$ cat config.mk
export PLATFORM = sky130hd
export DESIGN_NAME = cosine_similarity_flat
export DESIGN_NICKNAME = d
export VERILOG_FILES = /design/src/hw/rtl/cos_sim_pkg.sv /design/src/hw/rtl/cos_sim_if.sv /design/src/hw/rtl/cosine_similarity.sv /design/src/flat_wrapper.sv
export SDC_FILE = /design/constraint.sdc
export NUM_CORES = 2
export LEC_CHECK = 0
export BUFFER_PORTS_ARGS = -buffer_cell sky130_fd_sc_hd__buf_2
export CORE_MARGIN = 1.5
export CORE_UTILIZATION = 35
export CTS_CLUSTER_DIAMETER = 150
export DETAILED_ROUTE_END_ITERATION = 10
export HOLD_SLACK_MARGIN = 0.1
export PLACE_DENSITY = 0.54
export SLEW_MARGIN = 20
export SYNTH_ARGS = -nofsm -noshare
export SYNTH_HDL_FRONTEND = slang
export SYNTH_SLANG_ARGS = --single-unit
$ cat constraint.sdc
create_clock -name clk -period 12 [get_ports clk]
set_input_delay 0.6 -clock clk [delete_from_list [all_inputs] [get_ports clk]]
set_output_delay 0.6 -clock clk [all_outputs]
set_load 0.03 [all_outputs]
$ cat src/hw/rtl/cos_sim_pkg.sv
// ----------------------------------------------------------------------------
// cos_sim_pkg
// Shared constants for the streamed cosine similarity block.
// ----------------------------------------------------------------------------
`default_nettype none

package cos_sim_pkg;

	// default element width and vector length the accumulators are sized for
	localparam int unsigned ELEMENT_BITS_DEF = 16;
	localparam int unsigned MAX_LENGTH_DEF   = 1024;

	// result format: signed Q1.15
	localparam int unsigned SIM_BITS    = 16;
	localparam int unsigned Q_FRAC_BITS = 15;

	// quotient bits developed by the divider; one more than the fraction
	// so that every clamped value can be told apart
	localparam int unsigned QUOT_BITS = Q_FRAC_BITS + 1;

	localparam logic [SIM_BITS-1:0] SIM_POS_MAX = {1'b0, {(SIM_BITS-1){1'b1}}};
	localparam logic [SIM_BITS-1:0] SIM_NEG_MAG = {1'b1, {(SIM_BITS-1){1'b0}}};

endpackage

`default_nettype wire

$ cat src/hw/rtl/cos_sim_if.sv
// ----------------------------------------------------------------------------
// cos_sim_if
// Valid/ready channels: element pairs in, similarity results out.
// ----------------------------------------------------------------------------
`default_nettype none

interface cos_sim_in_if #(
	parameter int unsigned ELEMENT_BITS = 16
);
	logic                           valid;
	logic                           ready;
	logic signed [ELEMENT_BITS-1:0] elem_a;
	logic signed [ELEMENT_BITS-1:0] elem_b;
	logic                           last_elem;

	modport source (output valid, output elem_a, output elem_b, output last_elem,
		input ready);
	modport sink (input valid, input elem_a, input elem_b, input last_elem,
		output ready);
endinterface

interface cos_sim_out_if;
	import cos_sim_pkg::*;

	logic                       valid;
	logic                       ready;
	logic signed [SIM_BITS-1:0] similarity;
	logic                       undefined;

	modport source (output valid, output similarity, output undefined, input ready);
	modport sink (input valid, input similarity, input undefined, output ready);
endinterface

`default_nettype wire

$ cat src/hw/rtl/cosine_similarity.sv
// ----------------------------------------------------------------------------
// cosine_similarity
// Streamed cosine similarity of two integer vectors, signed Q1.15 result.
// ----------------------------------------------------------------------------
// Usage:
//   elems  : one element pair (elem_a, elem_b) per beat, last_elem on the
//            final pair of the vectors. Ready is high only while idle.
//   result : one beat per vector pair, sent after the last element; carries
//            the similarity and an undefined flag (either magnitude zero,
//            similarity then 0).
// Pairs: each element pair occupies the block until its three products are
//   summed; all three pass through the one shared multiplier, one per cycle.
// Finish: after a last pair, the shared subtractor runs both square roots
//   one bit a cycle and then the 16-step restoring division; the division
//   is skipped when the quotient saturates or the result is undefined.
// Reset: clears the sums and the sequencer, drops any pending result.
// Stall: a finished result waits in the output register; if the previous
//   result has not been taken, the sequencer holds in its finish state and
//   the sums stay until the beat leaves.
// ----------------------------------------------------------------------------
`default_nettype none

module cosine_similarity #(
	parameter int unsigned ELEMENT_BITS = cos_sim_pkg::ELEMENT_BITS_DEF,
	parameter int unsigned MAX_LENGTH   = cos_sim_pkg::MAX_LENGTH_DEF
) (
	input  wire            clk,
	input  wire            arst_n,
	cos_sim_in_if.sink     elems,
	cos_sim_out_if.source  result
);
	import cos_sim_pkg::*;

	// Accumulators wrap beyond MAX_LENGTH pairs, as intended.
	localparam int unsigned ACC_BITS = 2 * ELEMENT_BITS + $clog2(MAX_LENGTH);
	// Floor square root of an ACC_BITS value fits SQ_BITS bits.
	localparam int unsigned SQ_BITS  = (ACC_BITS + 1) / 2;
	localparam int unsigned DEN_BITS = 2 * SQ_BITS;
	localparam int unsigned SUB_W    = DEN_BITS + 1;
	localparam int unsigned MUL_W    =
		((ELEMENT_BITS > SQ_BITS) ? ELEMENT_BITS : SQ_BITS) + 1;
	localparam int unsigned PROD_W   = 2 * MUL_W;
	localparam int unsigned CNT_W    = $clog2(QUOT_BITS);

	// Highest even bit position below ACC_BITS: first trial bit of the root.
	localparam logic [ACC_BITS-1:0] BIT_TOP =
		{{(ACC_BITS-1){1'b0}}, 1'b1} << (2 * (SQ_BITS - 1));
	localparam logic [CNT_W-1:0] CNT_START = CNT_W'(QUOT_BITS - 1);

	typedef enum logic [11:0] {
		ST_IDLE    = 12'b0000_0000_0001,
		ST_MUL_AB  = 12'b0000_0000_0010,
		ST_MUL_AA  = 12'b0000_0000_0100,
		ST_MUL_BB  = 12'b0000_0000_1000,
		ST_ACC_B   = 12'b0000_0001_0000,
		ST_SQRT_A  = 12'b0000_0010_0000,
		ST_SQRT_B  = 12'b0000_0100_0000,
		ST_MUL_DEN = 12'b0000_1000_0000,
		ST_SAT     = 12'b0001_0000_0000,
		ST_DIV     = 12'b0010_0000_0000,
		ST_FIN     = 12'b0100_0000_0000,
		ST_SPARE   = 12'b1000_0000_0000
	} state_t;

	state_t state_q, state_d;

	// latched input beat
	logic signed [ELEMENT_BITS-1:0] a_q, b_q;
	logic                           last_q;

	// running sums
	logic [ACC_BITS-1:0] dot_q, mag_a_q, mag_b_q;

	// shared multiplier and its result register
	logic signed [MUL_W-1:0]  mul_x, mul_y;
	logic signed [PROD_W-1:0] mul_p, prod_q;

	// shared subtractor: x - y, ge when no borrow
	logic [SUB_W-1:0] sub_x, sub_y;
	logic [SUB_W:0]   sub_d;
	logic             sub_ge;

	// square root iteration
	logic [ACC_BITS-1:0] n_q, res_q, bit_q, res_next;
	logic [ACC_BITS:0]   root_try;
	logic [SQ_BITS-1:0]  sa_q, sb_q;

	// division
	logic [DEN_BITS-1:0]  den, rem_q;
	logic                 nbit_q;
	logic [QUOT_BITS-1:0] quot_q;
	logic [CNT_W-1:0]     cnt_q;
	logic                 und_q;

	// result shaping
	logic                dot_neg;
	logic [ACC_BITS-1:0] dmag;
	logic [ACC_BITS-1:0] acc_sel, acc_sum;
	logic [SIM_BITS-1:0] quot_clamp, sim_fin;
	logic                out_load;

	logic                       out_valid_q;
	logic signed [SIM_BITS-1:0] sim_q;
	logic                       und_out_q;

	assign elems.ready       = (state_q == ST_IDLE);
	assign result.valid      = out_valid_q;
	assign result.similarity = sim_q;
	assign result.undefined  = und_out_q;

	assign den     = prod_q[DEN_BITS-1:0];
	assign dot_neg = dot_q[ACC_BITS-1];
	assign dmag    = dot_neg ? (~dot_q + 1'b1) : dot_q;

	// Multiplier operands: the three element products, then sa * sb.
	always_comb begin
		unique case (state_q)
			ST_MUL_AB: begin
				mul_x = MUL_W'(a_q);
				mul_y = MUL_W'(b_q);
			end
			ST_MUL_AA: begin
				mul_x = MUL_W'(a_q);
				mul_y = MUL_W'(a_q);
			end
			ST_MUL_BB: begin
				mul_x = MUL_W'(b_q);
				mul_y = MUL_W'(b_q);
			end
			ST_MUL_DEN: begin
				mul_x = $signed(MUL_W'(sa_q));
				mul_y = $signed(MUL_W'(sb_q));
			end
			default: begin
				mul_x = '0;
				mul_y = '0;
			end
		endcase
	end

	assign mul_p = mul_x * mul_y;

	// One adder folds the registered product into the sum it belongs to.
	always_comb begin
		unique case (state_q)
			ST_MUL_AA: acc_sel = dot_q;
			ST_MUL_BB: acc_sel = mag_a_q;
			ST_ACC_B:  acc_sel = mag_b_q;
			default:   acc_sel = '0;
		endcase
	end

	assign acc_sum = acc_sel + prod_q[ACC_BITS-1:0];

	// Subtractor operands: root trial, saturation test, division step.
	assign root_try = {1'b0, res_q} + {1'b0, bit_q};

	always_comb begin
		unique case (state_q)
			ST_SQRT_A, ST_SQRT_B: begin
				sub_x = SUB_W'(n_q);
				sub_y = SUB_W'(root_try);
			end
			ST_SAT: begin
				// quotient reaches 2^16 exactly when dmag >= 2 * den
				sub_x = SUB_W'(dmag);
				sub_y = {den, 1'b0};
			end
			ST_DIV: begin
				sub_x = {rem_q, nbit_q};
				sub_y = {1'b0, den};
			end
			default: begin
				sub_x = '0;
				sub_y = '0;
			end
		endcase
	end

	assign sub_d  = {1'b0, sub_x} - {1'b0, sub_y};
	assign sub_ge = !sub_d[SUB_W];

	assign res_next = sub_ge ? ((res_q >> 1) + bit_q) : (res_q >> 1);

	// Clamp the magnitude, then apply the sign of the dot product.
	always_comb begin
		if (dot_neg) begin
			quot_clamp = (quot_q > QUOT_BITS'(SIM_NEG_MAG)) ? SIM_NEG_MAG
				: SIM_BITS'(quot_q);
			sim_fin = ~quot_clamp + 1'b1;
		end else begin
			quot_clamp = (quot_q > QUOT_BITS'(SIM_POS_MAX)) ? SIM_POS_MAX
				: SIM_BITS'(quot_q);
			sim_fin = quot_clamp;
		end
	end

	assign out_load = (state_q == ST_FIN) && (!out_valid_q || result.ready);

	// Sequencer.
	always_comb begin
		state_d = state_q;
		unique case (state_q)
			ST_IDLE:    if (elems.valid) state_d = ST_MUL_AB;
			ST_MUL_AB:  state_d = ST_MUL_AA;
			ST_MUL_AA:  state_d = ST_MUL_BB;
			ST_MUL_BB:  state_d = ST_ACC_B;
			ST_ACC_B:   state_d = last_q ? ST_SQRT_A : ST_IDLE;
			ST_SQRT_A:  if (bit_q[0]) state_d = ST_SQRT_B;
			ST_SQRT_B:  if (bit_q[0]) state_d = ST_MUL_DEN;
			ST_MUL_DEN: state_d = ST_SAT;
			ST_SAT:     state_d = sub_ge ? ST_FIN : ST_DIV;
			ST_DIV:     if (cnt_q == '0) state_d = ST_FIN;
			ST_FIN:     if (out_load) state_d = ST_IDLE;
			default:    state_d = ST_IDLE;
		endcase
	end

	// Control state and sums.
	always_ff @(posedge clk or negedge arst_n) begin
		if (!arst_n) begin
			state_q     <= ST_IDLE;
			out_valid_q <= 1'b0;
			dot_q       <= '0;
			mag_a_q     <= '0;
			mag_b_q     <= '0;
		end else begin
			state_q <= state_d;
			if (out_load) begin
				out_valid_q <= 1'b1;
			end else if (result.ready) begin
				out_valid_q <= 1'b0;
			end
			if (state_q == ST_MUL_AA) begin
				dot_q <= acc_sum;
			end
			if (state_q == ST_MUL_BB) begin
				mag_a_q <= acc_sum;
			end
			if (state_q == ST_ACC_B) begin
				mag_b_q <= acc_sum;
			end
			if (out_load) begin
				dot_q   <= '0;
				mag_a_q <= '0;
				mag_b_q <= '0;
			end
		end
	end

	// Datapath registers.
	always_ff @(posedge clk) begin
		if (elems.valid && elems.ready) begin
			a_q    <= elems.elem_a;
			b_q    <= elems.elem_b;
			last_q <= elems.last_elem;
		end

		if (state_q == ST_MUL_AB || state_q == ST_MUL_AA || state_q == ST_MUL_BB
				|| state_q == ST_MUL_DEN) begin
			prod_q <= mul_p;
		end

		unique case (state_q)
			ST_ACC_B: begin
				n_q   <= mag_a_q;
				res_q <= '0;
				bit_q <= BIT_TOP;
			end
			ST_SQRT_A, ST_SQRT_B: begin
				if (bit_q[0]) begin
					// root done: restart on the second magnitude
					n_q   <= mag_b_q;
					res_q <= '0;
					bit_q <= BIT_TOP;
					if (state_q == ST_SQRT_A) begin
						sa_q <= res_next[SQ_BITS-1:0];
					end else begin
						sb_q <= res_next[SQ_BITS-1:0];
					end
				end else begin
					if (sub_ge) begin
						n_q <= sub_d[ACC_BITS-1:0];
					end
					res_q <= res_next;
					bit_q <= bit_q >> 2;
				end
			end
			ST_SAT: begin
				und_q  <= (den == '0);
				// saturated: all ones clamps to the right bound
				quot_q <= '1;
				rem_q  <= DEN_BITS'(dmag >> 1);
				nbit_q <= dmag[0];
				cnt_q  <= CNT_START;
			end
			ST_DIV: begin
				quot_q <= {quot_q[QUOT_BITS-2:0], sub_ge};
				rem_q  <= sub_ge ? sub_d[DEN_BITS-1:0] : {rem_q[DEN_BITS-2:0], nbit_q};
				nbit_q <= 1'b0;
				cnt_q  <= cnt_q - 1'b1;
			end
			default: begin
			end
		endcase

		if (out_load) begin
			sim_q     <= und_q ? '0 : $signed(sim_fin);
			und_out_q <= und_q;
		end
	end

`ifndef NO_ASSERTIONS
	// an undefined result always carries a zero similarity
	a_und_zero: assert property (@(posedge clk) disable iff (!arst_n)
		result.valid && result.undefined |-> result.similarity == '0)
		else $error("undefined result with nonzero similarity");

	// an accepted beat takes the block busy on the next cycle
	a_busy_after_accept: assert property (@(posedge clk) disable iff (!arst_n)
		elems.valid && elems.ready |=> !elems.ready)
		else $error("ready held after accepting a beat");

	// sums are clear once a result has been handed over
	a_sums_cleared: assert property (@(posedge clk) disable iff (!arst_n)
		$past(state_q) == ST_FIN && state_q == ST_IDLE
		|-> dot_q == '0 && mag_a_q == '0 && mag_b_q == '0)
		else $error("sums not cleared after result");

	// the division remainder stays below the denominator
	a_rem_bound: assert property (@(posedge clk) disable iff (!arst_n)
		state_q == ST_DIV |-> rem_q < den)
		else $error("division remainder out of range");
`endif

endmodule

`default_nettype wire

$ cat src/flat_wrapper.sv
// flat-port wrapper written by rule: the top's interface ports become plain ports
module cosine_similarity_flat import cos_sim_pkg::*;
#(
	parameter int unsigned ELEMENT_BITS = cos_sim_pkg::ELEMENT_BITS_DEF,
	parameter int unsigned MAX_LENGTH   = cos_sim_pkg::MAX_LENGTH_DEF
)
  (clk, arst_n, elems_valid, elems_elem_a, elems_elem_b, elems_last_elem, elems_ready, result_valid, result_similarity, result_undefined, result_ready);
  cos_sim_in_if #(.ELEMENT_BITS(ELEMENT_BITS)) elems_i ();
  cos_sim_out_if result_i ();
  input  wire clk;
  input  wire arst_n;
  input wire logic [$bits(elems_i.valid)-1:0] elems_valid;
  input wire logic [$bits(elems_i.elem_a)-1:0] elems_elem_a;
  input wire logic [$bits(elems_i.elem_b)-1:0] elems_elem_b;
  input wire logic [$bits(elems_i.last_elem)-1:0] elems_last_elem;
  output wire logic [$bits(elems_i.ready)-1:0] elems_ready;
  output wire logic [$bits(result_i.valid)-1:0] result_valid;
  output wire logic [$bits(result_i.similarity)-1:0] result_similarity;
  output wire logic [$bits(result_i.undefined)-1:0] result_undefined;
  input wire logic [$bits(result_i.ready)-1:0] result_ready;
  assign elems_i.valid = elems_valid;
  assign elems_i.elem_a = elems_elem_a;
  assign elems_i.elem_b = elems_elem_b;
  assign elems_i.last_elem = elems_last_elem;
  assign elems_ready = elems_i.ready;
  assign result_valid = result_i.valid;
  assign result_similarity = result_i.similarity;
  assign result_undefined = result_i.undefined;
  assign result_i.ready = result_ready;
  cosine_similarity #(.ELEMENT_BITS(ELEMENT_BITS), .MAX_LENGTH(MAX_LENGTH)) u_core (.clk(clk), .arst_n(arst_n), .elems(elems_i), .result(result_i));
endmodule
==> flow_metrics.py <==
metrics = {
    "yosys": {
        "synthMuxAreaShare_pct": 0.669,
        "synth_xor_area_share_pct": 4.82,
        "synthAdderAreaFrac_pct": 29.1,
        "synthesis.nets": 5623,
        "ys_seq_area_share_pct": 28.1,
        "synth_flop_cell": "edfxtp_1",
        "synth_top_area_share_pct": 21.8,
        "syn-cell-area_um2": 44700,
        "synth-compound-area-share_pct": 14.9,
        "synth_edf_count": 303,
        "yosysTopAreaCell": "fa_1",
        "synth_area_leaders": "fa_1 (22%), edfxtp_1 (20%), dfrtp_1 (7.7%)",
        "synth_top_family_by_area": "adder cells",
        "synth_seq_cells": 441,
        "syn_inst": 4838,
        "syn_avg_cell_area_um2": 9.24,
        "synth_simple_gate_area_share_pct": 15.0,
        "ys_warn_count": 0,
        "synthArstFlopShare_pct": 31.3,
        "synth_cell_type_count": 95,
    },
    "clock_tree": {
        "cts_tree": "done",
        "clk_latency_ns": 0.69,
        "post_cts_buffers": 0,
        "cts_resized": 0,
        "cts.htree.levels": 2,
        "cts_max_path_buffers": 3,
        "cts.sinks": 441,
        "postCtsHoldBufs": 31,
        "path_clk_slew_ns": 0.06,
        "cts_root_buf": "clkbuf_16",
        "numCtsBuffers": 56,
    },
    "final_layout": {
        "n_antenna_cell": 0,
        "final_area_um2": 48900,
        "final_net_count": 5590,
        "nFillCells": 12700,
        "drive_gt1_share_pct": 6.20,
        "synthToLayoutAreaGrowth_pct": 9.48,
    },
    "floorplan": {
        "fp.coreArea_um2": 126000,
        "die_h_um": 360,
        "die_w_um": 360,
        "floorplan.initialDensity_pct": 35.4,
        "ios": 56,
        "rows": 130,
        "die-area_um2": 130000,
    },
    "route": {
        "vias": 36400,
        "finalWirelength_um": 155000,
        "drt_first_pass_iters": 8,
        "drc": 0,
        "vias_per_cell": 5.59,
        "ant_nets": 0,
        "initialDrtViolationCount": 3699,
        "avgRoutedWirePerCell_um": 23.8,
    },
    "placement": {
        "place_congestion": 0.960,
        "io_buffers": 55,
        "dp_slack_ns": 1.38,
        "hpwl_um": 116000,
        "placed_cell_area_um2": 46700,
    },
    "hold_path": {
        "hold_path_class": "in -> reg",
        "hp-start": "elems_elem_a[9]",
        "hold_depth": 1,
        "holdPathEnd": "u_core.a_q[9]",
    },
    "power": {
        "p_leak_nw": 21.7,
        "power_density_nw_per_um2": 153,
        "ir_drop_mv": 0.114,
        "finalPower_w": 0.00750,
    },
    "critical_path": {
        "rr_worst_depth": 29,
        "r2r_slack_ns": 1.25,
        "cp_data_arrival_time_ns": 11.14,
        "critPathMaxFanout": 18,
        "critPathBufInv": 4,
        "worst_path_dominant_cell_family": "adder cells",
        "slowest_delay_ns": 0.84,
        "worstPathRequired_ns": 12.39,
        "startpoint_type": "flip-flop",
        "path_class": "reg -> reg",
        "rr_endpoint": "u_core.prod_q[40]",
        "cp_slowest_cell": "o31ai_1",
        "crit_top_cell": "fa_1",
        "crit_path_start": "u_core.state_q[0]",
        "r2r-start": "u_core.state_q[0]",
        "cp-end-kind": "flip-flop",
    },
    "global_route": {
        "gr-total-overflow": 0,
        "grt_max_degree": 80,
        "grt_usage_pct": 23.8,
        "antenna_found_initial": 4,
        "grt_pass1_wl_um": 234000,
        "first_global_vias": 37000,
    },
    "sta": {
        "final-hold-violation-count": 0,
        "maxSlewHeadroom_pct": 24.5,
        "rsz0062_at_grt": "no",
        "finalCritPeriodShare_pct": 89.6,
        "drv_slew": 0,
        "setup_viol": 0,
        "setup-tns-final_ns": 0,
        "fmax_ghz": 0.0930,
        "period_needed_ns": 10.75,
        "worstMarginPinSlew_ns": 1.12,
        "hold-worst-slack_ns": 0.130,
        "setup_slack_ns": 1.25,
        "final.setup_skew_ns": 0.0379,
    },
    "run": {
        "maxCapViolCount": 0,
    },
    "status": {
        "status": "complete, no violations",
    },
}
## per-stage QoR
| step | instances | util, % |
|---|---|---|
| 6_report | 6503 | 38.8 |
| 5_1_grt | 6503 | 38.8 |
| 4_1_cts | 6503 | 38.8 |
| 3_5_place_dp | 6366 | 37.0 |
| 3_3_place_gp | 6366 | 37.0 |
| 2_1_floorplan | 4838 | - |
## layout by cell type, fill, tap and decap left out, drive strengths merged, types with 33 or more instances in the layout
cell / count
o21ai: 224
ha: 261
xor2: 103
and2: 73
nor3: 75
clkbuf: 71
nand2b: 46
a31oi: 51
a22oi: 107
inv: 618
nor2: 406
a211oi: 63
edfxtp: 303
o31ai: 33
dfrtp: 137
buf: 125
a21o: 72
nand2: 686
nand3: 62
xnor2: 143
fa: 487
a21oi: 220
a222oi: 81
## power breakdown
part / internal [W] / switching (W) / total [W]
Sequential: 0.00202 / 0.000421 / 0.00244
Combinational: 0.00110 / 0.00214 / 0.00324
Clock: 0.00105 / 0.000764 / 0.00181
## cell type report
type / count / area [µm²] / share of cell area, %
inverters: 617 / 2320 / 4.74
clock buffers: 71 / 1540 / 3.15
multi-input cells: 3533 / 28900 / 59.1
flip-flops and latches: 441 / 12600 / 25.7
repair buffers: 156 / 1120 / 2.28
well taps: 1650 / 2060 / 4.22
clock inverters: 35 / 408 / 0.833
## how the worst max path moves through the flow
stage | endpoint | cells past startpoint | slack, ns
after global placement | u_core.prod_q[40] | 32 | 1.62
after global routing | u_core.prod_q[40] | 29 | 0.69
after CTS | u_core.prod_q[40] | 29 | 1.36
final | u_core.prod_q[40] | 29 | 1.25
after detailed placement | u_core.prod_q[40] | 29 | 1.38
after floorplan | u_core.prod_q[40] | 32 | 3.26
## state kept, by name, summed over array words and instances (netlist names), 42 cells and up
| signal | flops |
|---|---|
| u_core.dot_q | 42 |
| u_core.mag_a_q | 42 |
| u_core.mag_b_q | 42 |
| u_core.n_q | 42 |
| u_core.prod_q | 42 |
| u_core.rem_q | 42 |
| u_core.res_q | 42 |
## cell usage after synthesis, types with 10 or more instances
library cell  instances
a211oi_1             63
a21o_1               72
a21oi_1             220
a221o_1              18
a222oi_1             81
a22oi_1             106
a31oi_1              51
and2_1               69
and3_1               20
buf_1                16
buf_2                10
clkbuf_1            212
dfrtp_1             137
edfxtp_1            303
fa_1                487
ha_1                261
inv_1               616
mux2i_1              22
nand2_1             685
nand2b_1             46
nand3_1              62
nand4_1              29
nor2_1              405
nor2b_1              18
nor3_1               75
nor3b_1              11
nor4_1               20
o21a_1               19
o21ai_0             220
o21bai_1             19
o31ai_1              33
or2_2                21
or3_1                16
xnor2_1             143
xor2_1              103
## logic make-up (layout without fill, tap and decap cells)
| family | after synthesis | after routing |
|---|---|---|
| simple gates | 1516 | 1516 |
| compound gates | 994 | 994 |
| buf+inv | 864 | 879 |
| fa+ha+maj | 748 | 748 |
| flops | 441 | 441 |
| xor+xnor | 246 | 246 |
| mux | 29 | 29 |
## routing by layer
metal,GRT usage (%),up-vias,wire length (µm)
li1,-,16300,-
met1,30.6,18200,63900
met2,39.1,1439,71800
met3,3.83,333,11100
met4,11.2,0,8190
met5,0,-,0
## worst register-to-register path, delay by kind of cell, from the launching register on
family                     cells  cell delay, ns
AOI/OAI and AO/OA              8            3.04
xor gates and xnor gates       1            0.10
adders and majority gates      8            3.82
buffers and inverters          4            0.70
DFF                            1            0.54
muxes                          1            0.25
and+or+nand+nor                7            2.01
(Power assumes the default switching activity.)
